[src/hw/rtl/gamepad_touch_event_mapper_macros.svh]
// ----------------------------------------------------------------------------
// Assertion macros for the gamepad touch event mapper
// Concurrent checks clocked on the rising edge, held off during reset.
// ----------------------------------------------------------------------------
`ifndef GAMEPAD_TOUCH_EVENT_MAPPER_MACROS_SVH
`define GAMEPAD_TOUCH_EVENT_MAPPER_MACROS_SVH

`ifndef SYNTHESIS

// expression must hold at every edge out of reset
`define GTEM_ASSERT_ALWAYS(label, clk, rst_n, expr) \
	label: assert property (@(posedge clk) disable iff (!(rst_n)) (expr)) \
		else $error("gtem check failed");

// consequent must hold in the cycle after the antecedent
`define GTEM_ASSERT_NEXT(label, clk, rst_n, ante, cons) \
	label: assert property (@(posedge clk) disable iff (!(rst_n)) (ante) |=> (cons)) \
		else $error("gtem check failed");

`else

`define GTEM_ASSERT_ALWAYS(label, clk, rst_n, expr)
`define GTEM_ASSERT_NEXT(label, clk, rst_n, ante, cons)

`endif

`endif

[src/hw/rtl/gtem_pkg.sv]
// ----------------------------------------------------------------------------
// gtem_pkg
// Types, codes and helpers shared by the gamepad touch event mapper.
// ----------------------------------------------------------------------------
`default_nettype none

package gtem_pkg;

	localparam int NSLOTS = 15;

	// event kinds
	localparam logic [1:0] KIND_DOWN = 2'd0;
	localparam logic [1:0] KIND_UP   = 2'd1;
	localparam logic [1:0] KIND_MOVE = 2'd2;
	localparam logic [1:0] KIND_QUIT = 2'd3;

	// key codes beyond the eight button keys
	localparam logic [3:0] KEY_WHEEL_UP   = 4'd8;
	localparam logic [3:0] KEY_WHEEL_DOWN = 4'd9;
	localparam logic [3:0] KEY_MOUSE1     = 4'd10;

	// configuration register indexes
	localparam logic [1:0] CFG_REPEAT_DELAY = 2'd0;
	localparam logic [1:0] CFG_REPEAT_RATE  = 2'd1;
	localparam logic [1:0] CFG_DEADZONE     = 2'd2;
	localparam logic [1:0] CFG_STICK_PERIOD = 2'd3;

	localparam logic [15:0] RESET_DELAY_MS   = 16'd400;
	localparam logic [15:0] RESET_RATE_MS    = 16'd60;
	localparam logic [6:0]  RESET_DEADZONE   = 7'd40;
	localparam logic [15:0] RESET_STICK_MS   = 16'd50;

	localparam int BTN_SELECT = 8;
	localparam int BTN_START  = 9;
	localparam logic [7:0] REPEAT_SET = 8'hCF;
	localparam logic [8:0] STICK_CENTER = 9'd128;

	localparam logic [25:0] US_PER_MS = 26'd1000;
	localparam logic [47:0] TIME_MAX  = 48'hFFFF_FFFF_FFFF;

	// event list slots, in emit order
	localparam int SLOT_QUIT      = 0;
	localparam int SLOT_BTN0      = 0;
	localparam int SLOT_REP_DOWN  = 8;
	localparam int SLOT_REP_UP    = 9;
	localparam int SLOT_STK_MOVE  = 10;
	localparam int SLOT_STK_DOWN  = 11;
	localparam int SLOT_STK_UP    = 12;
	localparam int SLOT_TCH_MOVE  = 13;
	localparam int SLOT_TCH_KEY   = 14;

	typedef struct packed {
		logic [47:0] now_us;
		logic [9:0]  button_levels;
		logic [7:0]  stick_y;
		logic        touch_present;
		logic [10:0] touch_raw_x;
		logic [10:0] touch_raw_y;
	} in_item_t;

	typedef struct packed {
		logic [1:0] event_kind;
		logic [3:0] key_code;
		logic [9:0] pos_x;
		logic [9:0] pos_y;
		logic       last_event;
	} out_item_t;

	typedef out_item_t [NSLOTS-1:0] slot_list_t;
	typedef logic [NSLOTS-1:0] slot_mask_t;

	typedef struct packed {
		logic [25:0] wait_us;
		logic [25:0] rate_us;
		logic [6:0]  deadzone;
		logic [25:0] stick_us;
	} cfg_t;

	typedef struct packed {
		logic [9:0]  prev_buttons;
		logic [7:0]  repeat_btn;
		logic [47:0] repeat_due;
		logic [47:0] stick_due;
		logic        touch_on;
		logic [9:0]  last_tx;
		logic [9:0]  last_ty;
		logic [9:0]  cursor_x;
		logic [9:0]  cursor_y;
	} state_t;

	function automatic logic [25:0] ms_to_us(input logic [15:0] ms);
		return 26'(ms) * US_PER_MS;
	endfunction

	// now plus an interval, saturating at the top of the time range
	function automatic logic [47:0] due_after(input logic [47:0] now, input logic [25:0] us);
		logic [48:0] sum;
		sum = {1'b0, now} + 49'(us);
		return sum[48] ? TIME_MAX : sum[47:0];
	endfunction

endpackage

`default_nettype wire

[src/hw/rtl/gamepad_touch_event_mapper.sv]
// ----------------------------------------------------------------------------
// gamepad_touch_event_mapper
// Turns gamepad and touch poll samples into key, pointer and quit events.
// ----------------------------------------------------------------------------
// Usage:
//   in_*   : one poll sample per transfer (valid/stall, receiver stalls).
//   out_*  : one event per transfer; last_event marks the final event of a
//            poll. A poll that causes no event produces no transfer.
//   cfg_*  : register writes (valid/ready, ready is always high); write only
//            while idle. Intervals are given in ms and kept internally in us.
// Flow:
//   A sample passes through the input stage and the event list register
//   before its first event reaches the output register. A poll gives at
//   most fifteen events. The next sample is taken while those events drain,
//   and its events follow the previous poll's last event with no gap while
//   the output does not stall, so the single output sets the pace.
// Reset:
//   Clears all event and pipeline state, loads the default intervals and
//   dead zone, and centers the cursor. No clearing pass is needed.
// Stall:
//   A stalled event holds in the output register; the event list and the
//   input stage then fill and in_stall rises until the output moves again.
// ----------------------------------------------------------------------------
`default_nettype none

`include "gamepad_touch_event_mapper_macros.svh"

module gamepad_touch_event_mapper #(
	parameter int SCREEN_W = 960,
	parameter int SCREEN_H = 544
) (
	input  logic                clk,
	input  logic                arst_n,
	input  logic                in_valid,
	output logic                in_stall,
	input  gtem_pkg::in_item_t  in_data,
	output logic                out_valid,
	input  logic                out_stall,
	output gtem_pkg::out_item_t out_data,
	input  logic                cfg_valid,
	output logic                cfg_ready,
	input  logic [1:0]          cfg_index,
	input  logic [15:0]         cfg_data
);
	import gtem_pkg::*;

	localparam logic [9:0] CURSOR_X_RESET = 10'(SCREEN_W / 2);
	localparam logic [9:0] CURSOR_Y_RESET = 10'(SCREEN_H / 2);

	cfg_t         cfg_q;
	state_t       state_q;
	state_t       state_nxt;
	logic         valid_s1;
	in_item_t     item_s1;
	slot_list_t   gen_slots;
	slot_mask_t   gen_mask;
	logic         buf_free;
	logic         advance;
	logic         in_accept;
	logic         cursor_ok;
	logic         quit_adv;
	logic [103:0] timing_q;

	// the sample in stage one retires into the event list once it is free
	assign advance   = valid_s1 && buf_free;
	assign in_stall  = valid_s1 && !buf_free;
	assign in_accept = in_valid && !in_stall;
	assign cfg_ready = 1'b1;

	// configuration: store intervals as microseconds
	always_ff @(posedge clk or negedge arst_n) begin
		if (!arst_n) begin
			cfg_q.wait_us  <= ms_to_us(RESET_DELAY_MS);
			cfg_q.rate_us  <= ms_to_us(RESET_RATE_MS);
			cfg_q.deadzone <= RESET_DEADZONE;
			cfg_q.stick_us <= ms_to_us(RESET_STICK_MS);
		end else if (cfg_valid && cfg_ready) begin
			unique case (cfg_index)
				CFG_REPEAT_DELAY: cfg_q.wait_us  <= ms_to_us(cfg_data);
				CFG_REPEAT_RATE:  cfg_q.rate_us  <= ms_to_us(cfg_data);
				CFG_DEADZONE:     cfg_q.deadzone <= cfg_data[6:0];
				CFG_STICK_PERIOD: cfg_q.stick_us <= ms_to_us(cfg_data);
				default: ;
			endcase
		end
	end

	// input stage: take a sample, hold it until it retires
	always_ff @(posedge clk or negedge arst_n) begin
		if (!arst_n) begin
			valid_s1 <= 1'b0;
		end else if (in_accept) begin
			valid_s1 <= 1'b1;
		end else if (advance) begin
			valid_s1 <= 1'b0;
		end
	end

	always_ff @(posedge clk) begin
		if (in_accept) begin
			item_s1 <= in_data;
		end
	end

	gtem_event_gen #(
		.SCREEN_W(SCREEN_W),
		.SCREEN_H(SCREEN_H)
	) u_event_gen (
		.item  (item_s1),
		.state (state_q),
		.cfg   (cfg_q),
		.slots (gen_slots),
		.mask  (gen_mask),
		.nxt   (state_nxt)
	);

	// advance the poll state exactly when the sample's events are captured
	always_ff @(posedge clk or negedge arst_n) begin
		if (!arst_n) begin
			state_q.prev_buttons <= '0;
			state_q.repeat_btn   <= '0;
			state_q.repeat_due   <= '0;
			state_q.stick_due    <= '0;
			state_q.touch_on     <= 1'b0;
			state_q.last_tx      <= '0;
			state_q.last_ty      <= '0;
			state_q.cursor_x     <= CURSOR_X_RESET;
			state_q.cursor_y     <= CURSOR_Y_RESET;
		end else if (advance) begin
			state_q <= state_nxt;
		end
	end

	gtem_drain u_drain (
		.clk       (clk),
		.arst_n    (arst_n),
		.load      (advance),
		.slots_in  (gen_slots),
		.mask_in   (gen_mask),
		.free      (buf_free),
		.out_valid (out_valid),
		.out_stall (out_stall),
		.out_data  (out_data)
	);

	assign cursor_ok = ({1'b0, state_q.cursor_x} < 11'(SCREEN_W)) &&
		({1'b0, state_q.cursor_y} < 11'(SCREEN_H));
	assign quit_adv  = advance && item_s1.button_levels[BTN_SELECT] &&
		item_s1.button_levels[BTN_START];
	assign timing_q  = {state_q.repeat_btn, state_q.repeat_due, state_q.stick_due};

	// repeat is owned by at most one button
	`GTEM_ASSERT_ALWAYS(a_repeat_onehot, clk, arst_n, $onehot0(state_q.repeat_btn))
	// the cursor never leaves the screen
	`GTEM_ASSERT_ALWAYS(a_cursor_range, clk, arst_n, cursor_ok)
	// a quit poll leaves repeat and stick timing alone
	`GTEM_ASSERT_NEXT(a_quit_keeps_timing, clk, arst_n, quit_adv, $stable(timing_q))

endmodule

`default_nettype wire

[src/hw/rtl/gtem_event_gen.sv]
// ----------------------------------------------------------------------------
// gtem_event_gen
// Builds the slotted event list and next state for one poll sample.
// ----------------------------------------------------------------------------
`default_nettype none

module gtem_event_gen #(
	parameter int SCREEN_W = 960,
	parameter int SCREEN_H = 544
) (
	input  gtem_pkg::in_item_t   item,
	input  gtem_pkg::state_t     state,
	input  gtem_pkg::cfg_t       cfg,
	output gtem_pkg::slot_list_t slots,
	output gtem_pkg::slot_mask_t mask,
	output gtem_pkg::state_t     nxt
);
	import gtem_pkg::*;

	localparam logic [10:0] W_LIM = 11'(SCREEN_W);
	localparam logic [10:0] H_LIM = 11'(SCREEN_H);
	localparam logic [9:0]  W_MAX = 10'(SCREEN_W - 1);
	localparam logic [9:0]  H_MAX = 10'(SCREEN_H - 1);

	logic [47:0] now;
	logic [9:0]  levels;
	logic [9:0]  pressed;
	logic [9:0]  released;
	logic        quit;
	logic [7:0]  rb;
	logic        rep_press;
	logic [2:0]  rb_idx;
	logic        rep_due;
	logic        rep_fire;
	logic        stick_out;
	logic [8:0]  y9;
	logic [8:0]  dz9;
	logic [9:0]  tx;
	logic [9:0]  ty;
	logic [9:0]  cx;
	logic [9:0]  cy;
	logic [3:0]  wheel_key;

	assign now      = item.now_us;
	assign levels   = item.button_levels;
	assign pressed  = levels & ~state.prev_buttons;
	assign released = state.prev_buttons & ~levels;
	assign quit     = levels[BTN_SELECT] & levels[BTN_START];

	assign y9  = {1'b0, item.stick_y};
	assign dz9 = {2'b00, cfg.deadzone};
	assign stick_out = ((y9 + dz9) < STICK_CENTER) || (y9 > (STICK_CENTER + dz9));
	assign wheel_key = item.stick_y[7] ? KEY_WHEEL_DOWN : KEY_WHEEL_UP;

	// halve the raw touch position, clamp for the move
	assign tx = item.touch_raw_x[10:1];
	assign ty = item.touch_raw_y[10:1];
	assign cx = ({1'b0, tx} >= W_LIM) ? W_MAX : tx;
	assign cy = ({1'b0, ty} >= H_LIM) ? H_MAX : ty;

	always_comb begin
		slots     = '0;
		mask      = '0;
		nxt       = state;
		rb        = state.repeat_btn;
		rep_press = 1'b0;
		rb_idx    = '0;
		rep_due   = 1'b0;
		rep_fire  = 1'b0;
		nxt.prev_buttons = levels;

		if (quit) begin
			slots[SLOT_QUIT].event_kind = KIND_QUIT;
			mask[SLOT_QUIT] = 1'b1;
		end else begin
			for (int i = 0; i < 8; i++) begin
				if (pressed[i]) begin
					slots[SLOT_BTN0 + i].event_kind = KIND_DOWN;
					slots[SLOT_BTN0 + i].key_code   = 4'(i);
					mask[SLOT_BTN0 + i] = 1'b1;
					if (REPEAT_SET[i]) begin
						rb        = 8'(1) << i;
						rep_press = 1'b1;
					end
				end
				if (released[i]) begin
					slots[SLOT_BTN0 + i].event_kind = KIND_UP;
					slots[SLOT_BTN0 + i].key_code   = 4'(i);
					mask[SLOT_BTN0 + i] = 1'b1;
					if (rb == (8'(1) << i)) begin
						rb = '0;
					end
				end
			end
			for (int i = 0; i < 8; i++) begin
				if (rb[i]) begin
					rb_idx = rb_idx | 3'(i);
				end
			end
			// a fresh due time of now+delay is already reached only when the
			// delay is zero or the sum saturates at now itself
			if (rep_press) begin
				rep_due = (cfg.wait_us == '0) || (now == TIME_MAX);
			end else begin
				rep_due = now >= state.repeat_due;
			end
			rep_fire = (rb != '0) && ((levels[7:0] & rb) != '0) && rep_due;

			nxt.repeat_btn = rb;
			if (rep_fire) begin
				slots[SLOT_REP_DOWN].event_kind = KIND_DOWN;
				slots[SLOT_REP_DOWN].key_code   = {1'b0, rb_idx};
				slots[SLOT_REP_UP].event_kind   = KIND_UP;
				slots[SLOT_REP_UP].key_code     = {1'b0, rb_idx};
				mask[SLOT_REP_DOWN] = 1'b1;
				mask[SLOT_REP_UP]   = 1'b1;
				nxt.repeat_due = due_after(now, cfg.rate_us);
			end else if (rep_press) begin
				nxt.repeat_due = due_after(now, cfg.wait_us);
			end

			if ((now >= state.stick_due) && stick_out) begin
				slots[SLOT_STK_MOVE].event_kind = KIND_MOVE;
				slots[SLOT_STK_MOVE].pos_x      = state.cursor_x;
				slots[SLOT_STK_MOVE].pos_y      = state.cursor_y;
				slots[SLOT_STK_DOWN].event_kind = KIND_DOWN;
				slots[SLOT_STK_DOWN].key_code   = wheel_key;
				slots[SLOT_STK_UP].event_kind   = KIND_UP;
				slots[SLOT_STK_UP].key_code     = wheel_key;
				mask[SLOT_STK_MOVE] = 1'b1;
				mask[SLOT_STK_DOWN] = 1'b1;
				mask[SLOT_STK_UP]   = 1'b1;
				nxt.stick_due = due_after(now, cfg.stick_us);
			end
		end

		if (item.touch_present) begin
			if (!state.touch_on || (tx != state.last_tx) || (ty != state.last_ty)) begin
				nxt.last_tx  = tx;
				nxt.last_ty  = ty;
				nxt.cursor_x = cx;
				nxt.cursor_y = cy;
				slots[SLOT_TCH_MOVE].event_kind = KIND_MOVE;
				slots[SLOT_TCH_MOVE].pos_x      = cx;
				slots[SLOT_TCH_MOVE].pos_y      = cy;
				mask[SLOT_TCH_MOVE] = 1'b1;
			end
			if (!state.touch_on) begin
				nxt.touch_on = 1'b1;
				slots[SLOT_TCH_KEY].event_kind = KIND_DOWN;
				slots[SLOT_TCH_KEY].key_code   = KEY_MOUSE1;
				mask[SLOT_TCH_KEY] = 1'b1;
			end
		end else if (state.touch_on) begin
			nxt.touch_on = 1'b0;
			slots[SLOT_TCH_KEY].event_kind = KIND_UP;
			slots[SLOT_TCH_KEY].key_code   = KEY_MOUSE1;
			mask[SLOT_TCH_KEY] = 1'b1;
		end
	end

endmodule

`default_nettype wire

[src/hw/rtl/gtem_drain.sv]
// ----------------------------------------------------------------------------
// gtem_drain
// Holds one poll's event list and sends the events out one per cycle while the output is not stalled.
// ----------------------------------------------------------------------------
`default_nettype none

module gtem_drain (
	input  logic                 clk,
	input  logic                 arst_n,
	input  logic                 load,
	input  gtem_pkg::slot_list_t slots_in,
	input  gtem_pkg::slot_mask_t mask_in,
	output logic                 free,
	output logic                 out_valid,
	input  logic                 out_stall,
	output gtem_pkg::out_item_t  out_data
);
	import gtem_pkg::*;

	slot_list_t slots_q;
	slot_mask_t mask_q;
	slot_mask_t lowest;
	slot_mask_t mask_rest;
	logic       pop;
	out_item_t  pick;
	logic       out_valid_q;
	out_item_t  out_data_q;

	assign pop       = (mask_q != '0) && (!out_valid_q || !out_stall);
	assign lowest    = mask_q & (~mask_q + 1'b1);
	assign mask_rest = mask_q & ~lowest;
	assign free      = pop ? (mask_rest == '0) : (mask_q == '0);

	always_comb begin
		pick = '0;
		for (int i = 0; i < NSLOTS; i++) begin
			if (lowest[i]) begin
				pick = pick | slots_q[i];
			end
		end
		pick.last_event = (mask_rest == '0);
	end

	always_ff @(posedge clk or negedge arst_n) begin
		if (!arst_n) begin
			mask_q <= '0;
		end else if (load) begin
			mask_q <= mask_in;
		end else if (pop) begin
			mask_q <= mask_rest;
		end
	end

	always_ff @(posedge clk) begin
		if (load) begin
			slots_q <= slots_in;
		end
	end

	always_ff @(posedge clk or negedge arst_n) begin
		if (!arst_n) begin
			out_valid_q <= 1'b0;
		end else if (pop) begin
			out_valid_q <= 1'b1;
		end else if (!out_stall) begin
			out_valid_q <= 1'b0;
		end
	end

	always_ff @(posedge clk) begin
		if (pop) begin
			out_data_q <= pick;
		end
	end

	assign out_valid = out_valid_q;
	assign out_data  = out_data_q;

endmodule

`default_nettype wire
[config.mk]
export PLATFORM = sky130hd
export DESIGN_NAME = gamepad_touch_event_mapper
export DESIGN_NICKNAME = d
export VERILOG_FILES = /design/src/hw/rtl/gtem_pkg.sv /design/src/hw/rtl/gamepad_touch_event_mapper.sv /design/src/hw/rtl/gtem_event_gen.sv /design/src/hw/rtl/gtem_drain.sv
export VERILOG_INCLUDE_DIRS = /design/src /design/src/hw/rtl
export SDC_FILE = /design/constraint.sdc
export NUM_CORES = 1
export LEC_CHECK = 0
export BUFFER_PORTS_ARGS = -buffer_cell sky130_fd_sc_hd__buf_4
export CAP_MARGIN = 20
export CORE_MARGIN = 2
export CORE_UTILIZATION = 55
export DETAILED_ROUTE_END_ITERATION = 12
export GPL_ROUTABILITY_DRIVEN = 0
export PLACE_DENSITY = 0.72
export SYNTH_ARGS = -nofsm -noshare
export SYNTH_HDL_FRONTEND = slang
export SYNTH_HIERARCHICAL = 1
export SYNTH_SLANG_ARGS = --single-unit
[constraint.sdc]
create_clock -name clk -period 10.15 [get_ports clk]
set_input_delay 0.5075 -clock clk [delete_from_list [all_inputs] [get_ports clk]]
set_output_delay 0.5075 -clock clk [all_outputs]
set_load 0.01 [all_outputs]
==> results.json <==
{
  "port_buffers": 138,
  "initial_core_util": 0.554,
  "syn_inst": 3971,
  "grt_pass1_wl_um": 157000,
  "peakVddDrop_mv": 0.500,
  "rsz0062_at_grt": "false",
  "cts_setup_buffers": 0,
  "synth.avg_cell_area_um2": 11.0,
  "place_hpwl_um": 69500,
  "syn_to_final_growth_pct": 7.68,
  "fin_tns_setup_ns": 0,
  "grt_pass1_vias": 28200,
  "min_period_over_period": 0.500,
  "drt_wl_total_um": 101000,
  "cts_buffer_depth": 3,
  "violations": "negative hold slack",
  "grt_max_degree": 208,
  "die_y_um": 286,
  "first_pass_iters": 5,
  "arrival_ns": 5.65,
  "clk_latency_ns": 0.63,
  "cp-end-kind": "flop",
  "finalPower_mw": 17.4,
  "slew_violations": 0,
  "design.die.area_mm2": 0.0816,
  "max_stage_delay_ns": 0.69,
  "yosysWarnings": 6,
  "ant_nets": 0,
  "drive_gt1_frac": 0.131,
  "layout_common_cells": "504 x edfxtp_1, 341 x nand2_1, 328 x conb_1, 256 x ha_1, 243 x inv_1",
  "rows": 103,
  "grt.total_usage": 0.246,
  "num_antenna_cells": 0,
  "period_needed_ns": 5.08,
  "min_path_type": "input port to async pin",
  "clkSinkCount": 750,
  "cp_num_buf_inv": 2,
  "relSlewSlack": 0.258,
  "ioPinCount": 142,
  "via_count": 29200,
  "vias_per_cell": 5.67,
  "cts_max_level": 3,
  "placedInstanceArea_mm2": 0.0442,
  "netlist_area_mm2": 0.0436,
  "path_class": "flop to flop",
  "numCtsBuffers": 81,
  "die_w_um": 286,
  "cts_tree": "built",
  "clk_pin_slew_ns": 0.06,
  "p_per_area_mw_per_mm2": 370,
  "start_kind": "flop",
  "hold_violations": 30,
  "nNetsFinal": 4461,
  "cpMaxStageDelayCell": "nor4_1",
  "crit_family": "simple AND/OR/NAND/NOR gates",
  "p_leak_nw": 19.5,
  "finalHoldWorstSlack_ns": -0.0661,
  "max_freq_mhz": 197,
  "layout_commonest_cell": "edfxtp_1",
  "drtIter0Drc": 2656,
  "maxCapViolCount": 0,
  "grt-ovfl-total": 0,
  "drcViolationCount": 0,
  "worstMarginPinSlew_ns": 1.11,
  "cts_root_buffer": "clkbuf_16",
  "antenna_found_initial": 3,
  "cts_resized": 0,
  "finClkSkew_ns": 0.0366,
  "outcome": "finished with violations",
  "core-area_mm2": 0.0787,
  "cts_hold_buf": 0,
  "cp_data_required_time_ns": 10.72,
  "final_area_mm2": 0.0470,
  "worstPathCellList": "nand2_1, nor2_1, nand2_1, nor4_1, nand3_1, a211oi_1, nand4_1, o21ai_4, buf_4, o21a_1, buf_4, o32ai_1, a31oi_1, mux2_2",
  "crit_fanout": 60,
  "setup_viol": 0,
  "fillers": 6366,
  "wire_per_inst_um": 19.6
}
path summary, 6_finish.rpt:
| kind | from | end | slack (ns) | depth (start not counted) |
|---|---|---|---|---|
| setup / recovery | item_s1[68]$_DFFE_PP_ | state_q[131]$_DFFE_PN0P_ | 5.07 | 14 |
| hold / removal | arst_n | cfg_q[30]$_DFFE_PN0P_ | -0.07 | 1 |
| setup reg to reg | item_s1[68]$_DFFE_PP_ | state_q[131]$_DFFE_PN0P_ | 5.07 | 14 |
| hold reg to reg | cfg_q[38]$_DFFE_PN1P_ | cfg_q[38]$_DFFE_PN1P_ | 0.46 | 2 |
| max in group asynchronous | arst_n | u_drain/mask_q[0]$_DFFE_PN0P_ | 8.62 | 2 |
| min in group clk | in_data[51] | item_s1[51]$_DFFE_PP_ | 0.05 | 1 |
registers in the layout (all words and copies together) (netlist names):
register / cells
u_drain/out_valid: 1
state_q: 153
valid_s1: 1
u_drain/out_data: 27
u_drain/mask_q: 15
item_s1: 87
u_drain/slots_q: 390
cfg_q: 76
metrics by stage:
step	utilization	hold WS (ns)	worst slack, ns	instances
CTS	0.596	0.00485	5.14	5151
finish	0.596	-0.0661	5.07	5152
global placement	0.562	0.452	5.13	5002
global route	0.596	0.0200	4.77	5152
floorplan	-	0.212	1.93	4296
detailed placement	0.562	0.451	5.11	5002
final cells by class:
cell class,count,area [µm²],area share
Tap cell,1050,1310,0.0280
Clock inverter,30,405,0.00863
Inverter,244,916,0.0195
Clock buffer,119,2300,0.0490
Multi-Input combinational cell,2784,19300,0.412
Timing Repair Buffer,175,1370,0.0291
Sequential cell,750,21300,0.454
power by group:
| part | internal, mW | total [mW] | switching [mW] |
|---|---|---|---|
| logic | 3.21 | 8.21 | 4.99 |
| registers | 5.35 | 6.22 | 0.872 |
| clock network | 1.74 | 2.95 | 1.21 |
| total | 10.3 | 17.4 | 7.07 |
worst reg2reg max path, cell delays in order (launching register included):
cell      delay [ns]
edfxtp_1        0.64
nand2_1         0.34
nor2_1          0.33
nand2_1         0.18
nor4_1          0.69
nand3_1         0.30
a211oi_1        0.40
nand4_1         0.20
o21ai_4         0.09
buf_4           0.57
o21a_1          0.19
buf_4           0.50
o32ai_1         0.24
a31oi_1         0.19
mux2_2          0.17
metal layers:
metal | global-route usage | vias up | routed length, µm
met5 | 0 | - | 0
met4 | 0.0848 | 0 | 3240
met3 | 0.0325 | 177 | 6520
met2 | 0.403 | 942 | 47800
met1 | 0.339 | 14200 | 43300
li1 | - | 13900 | -
(Power assumes the default switching activity.)
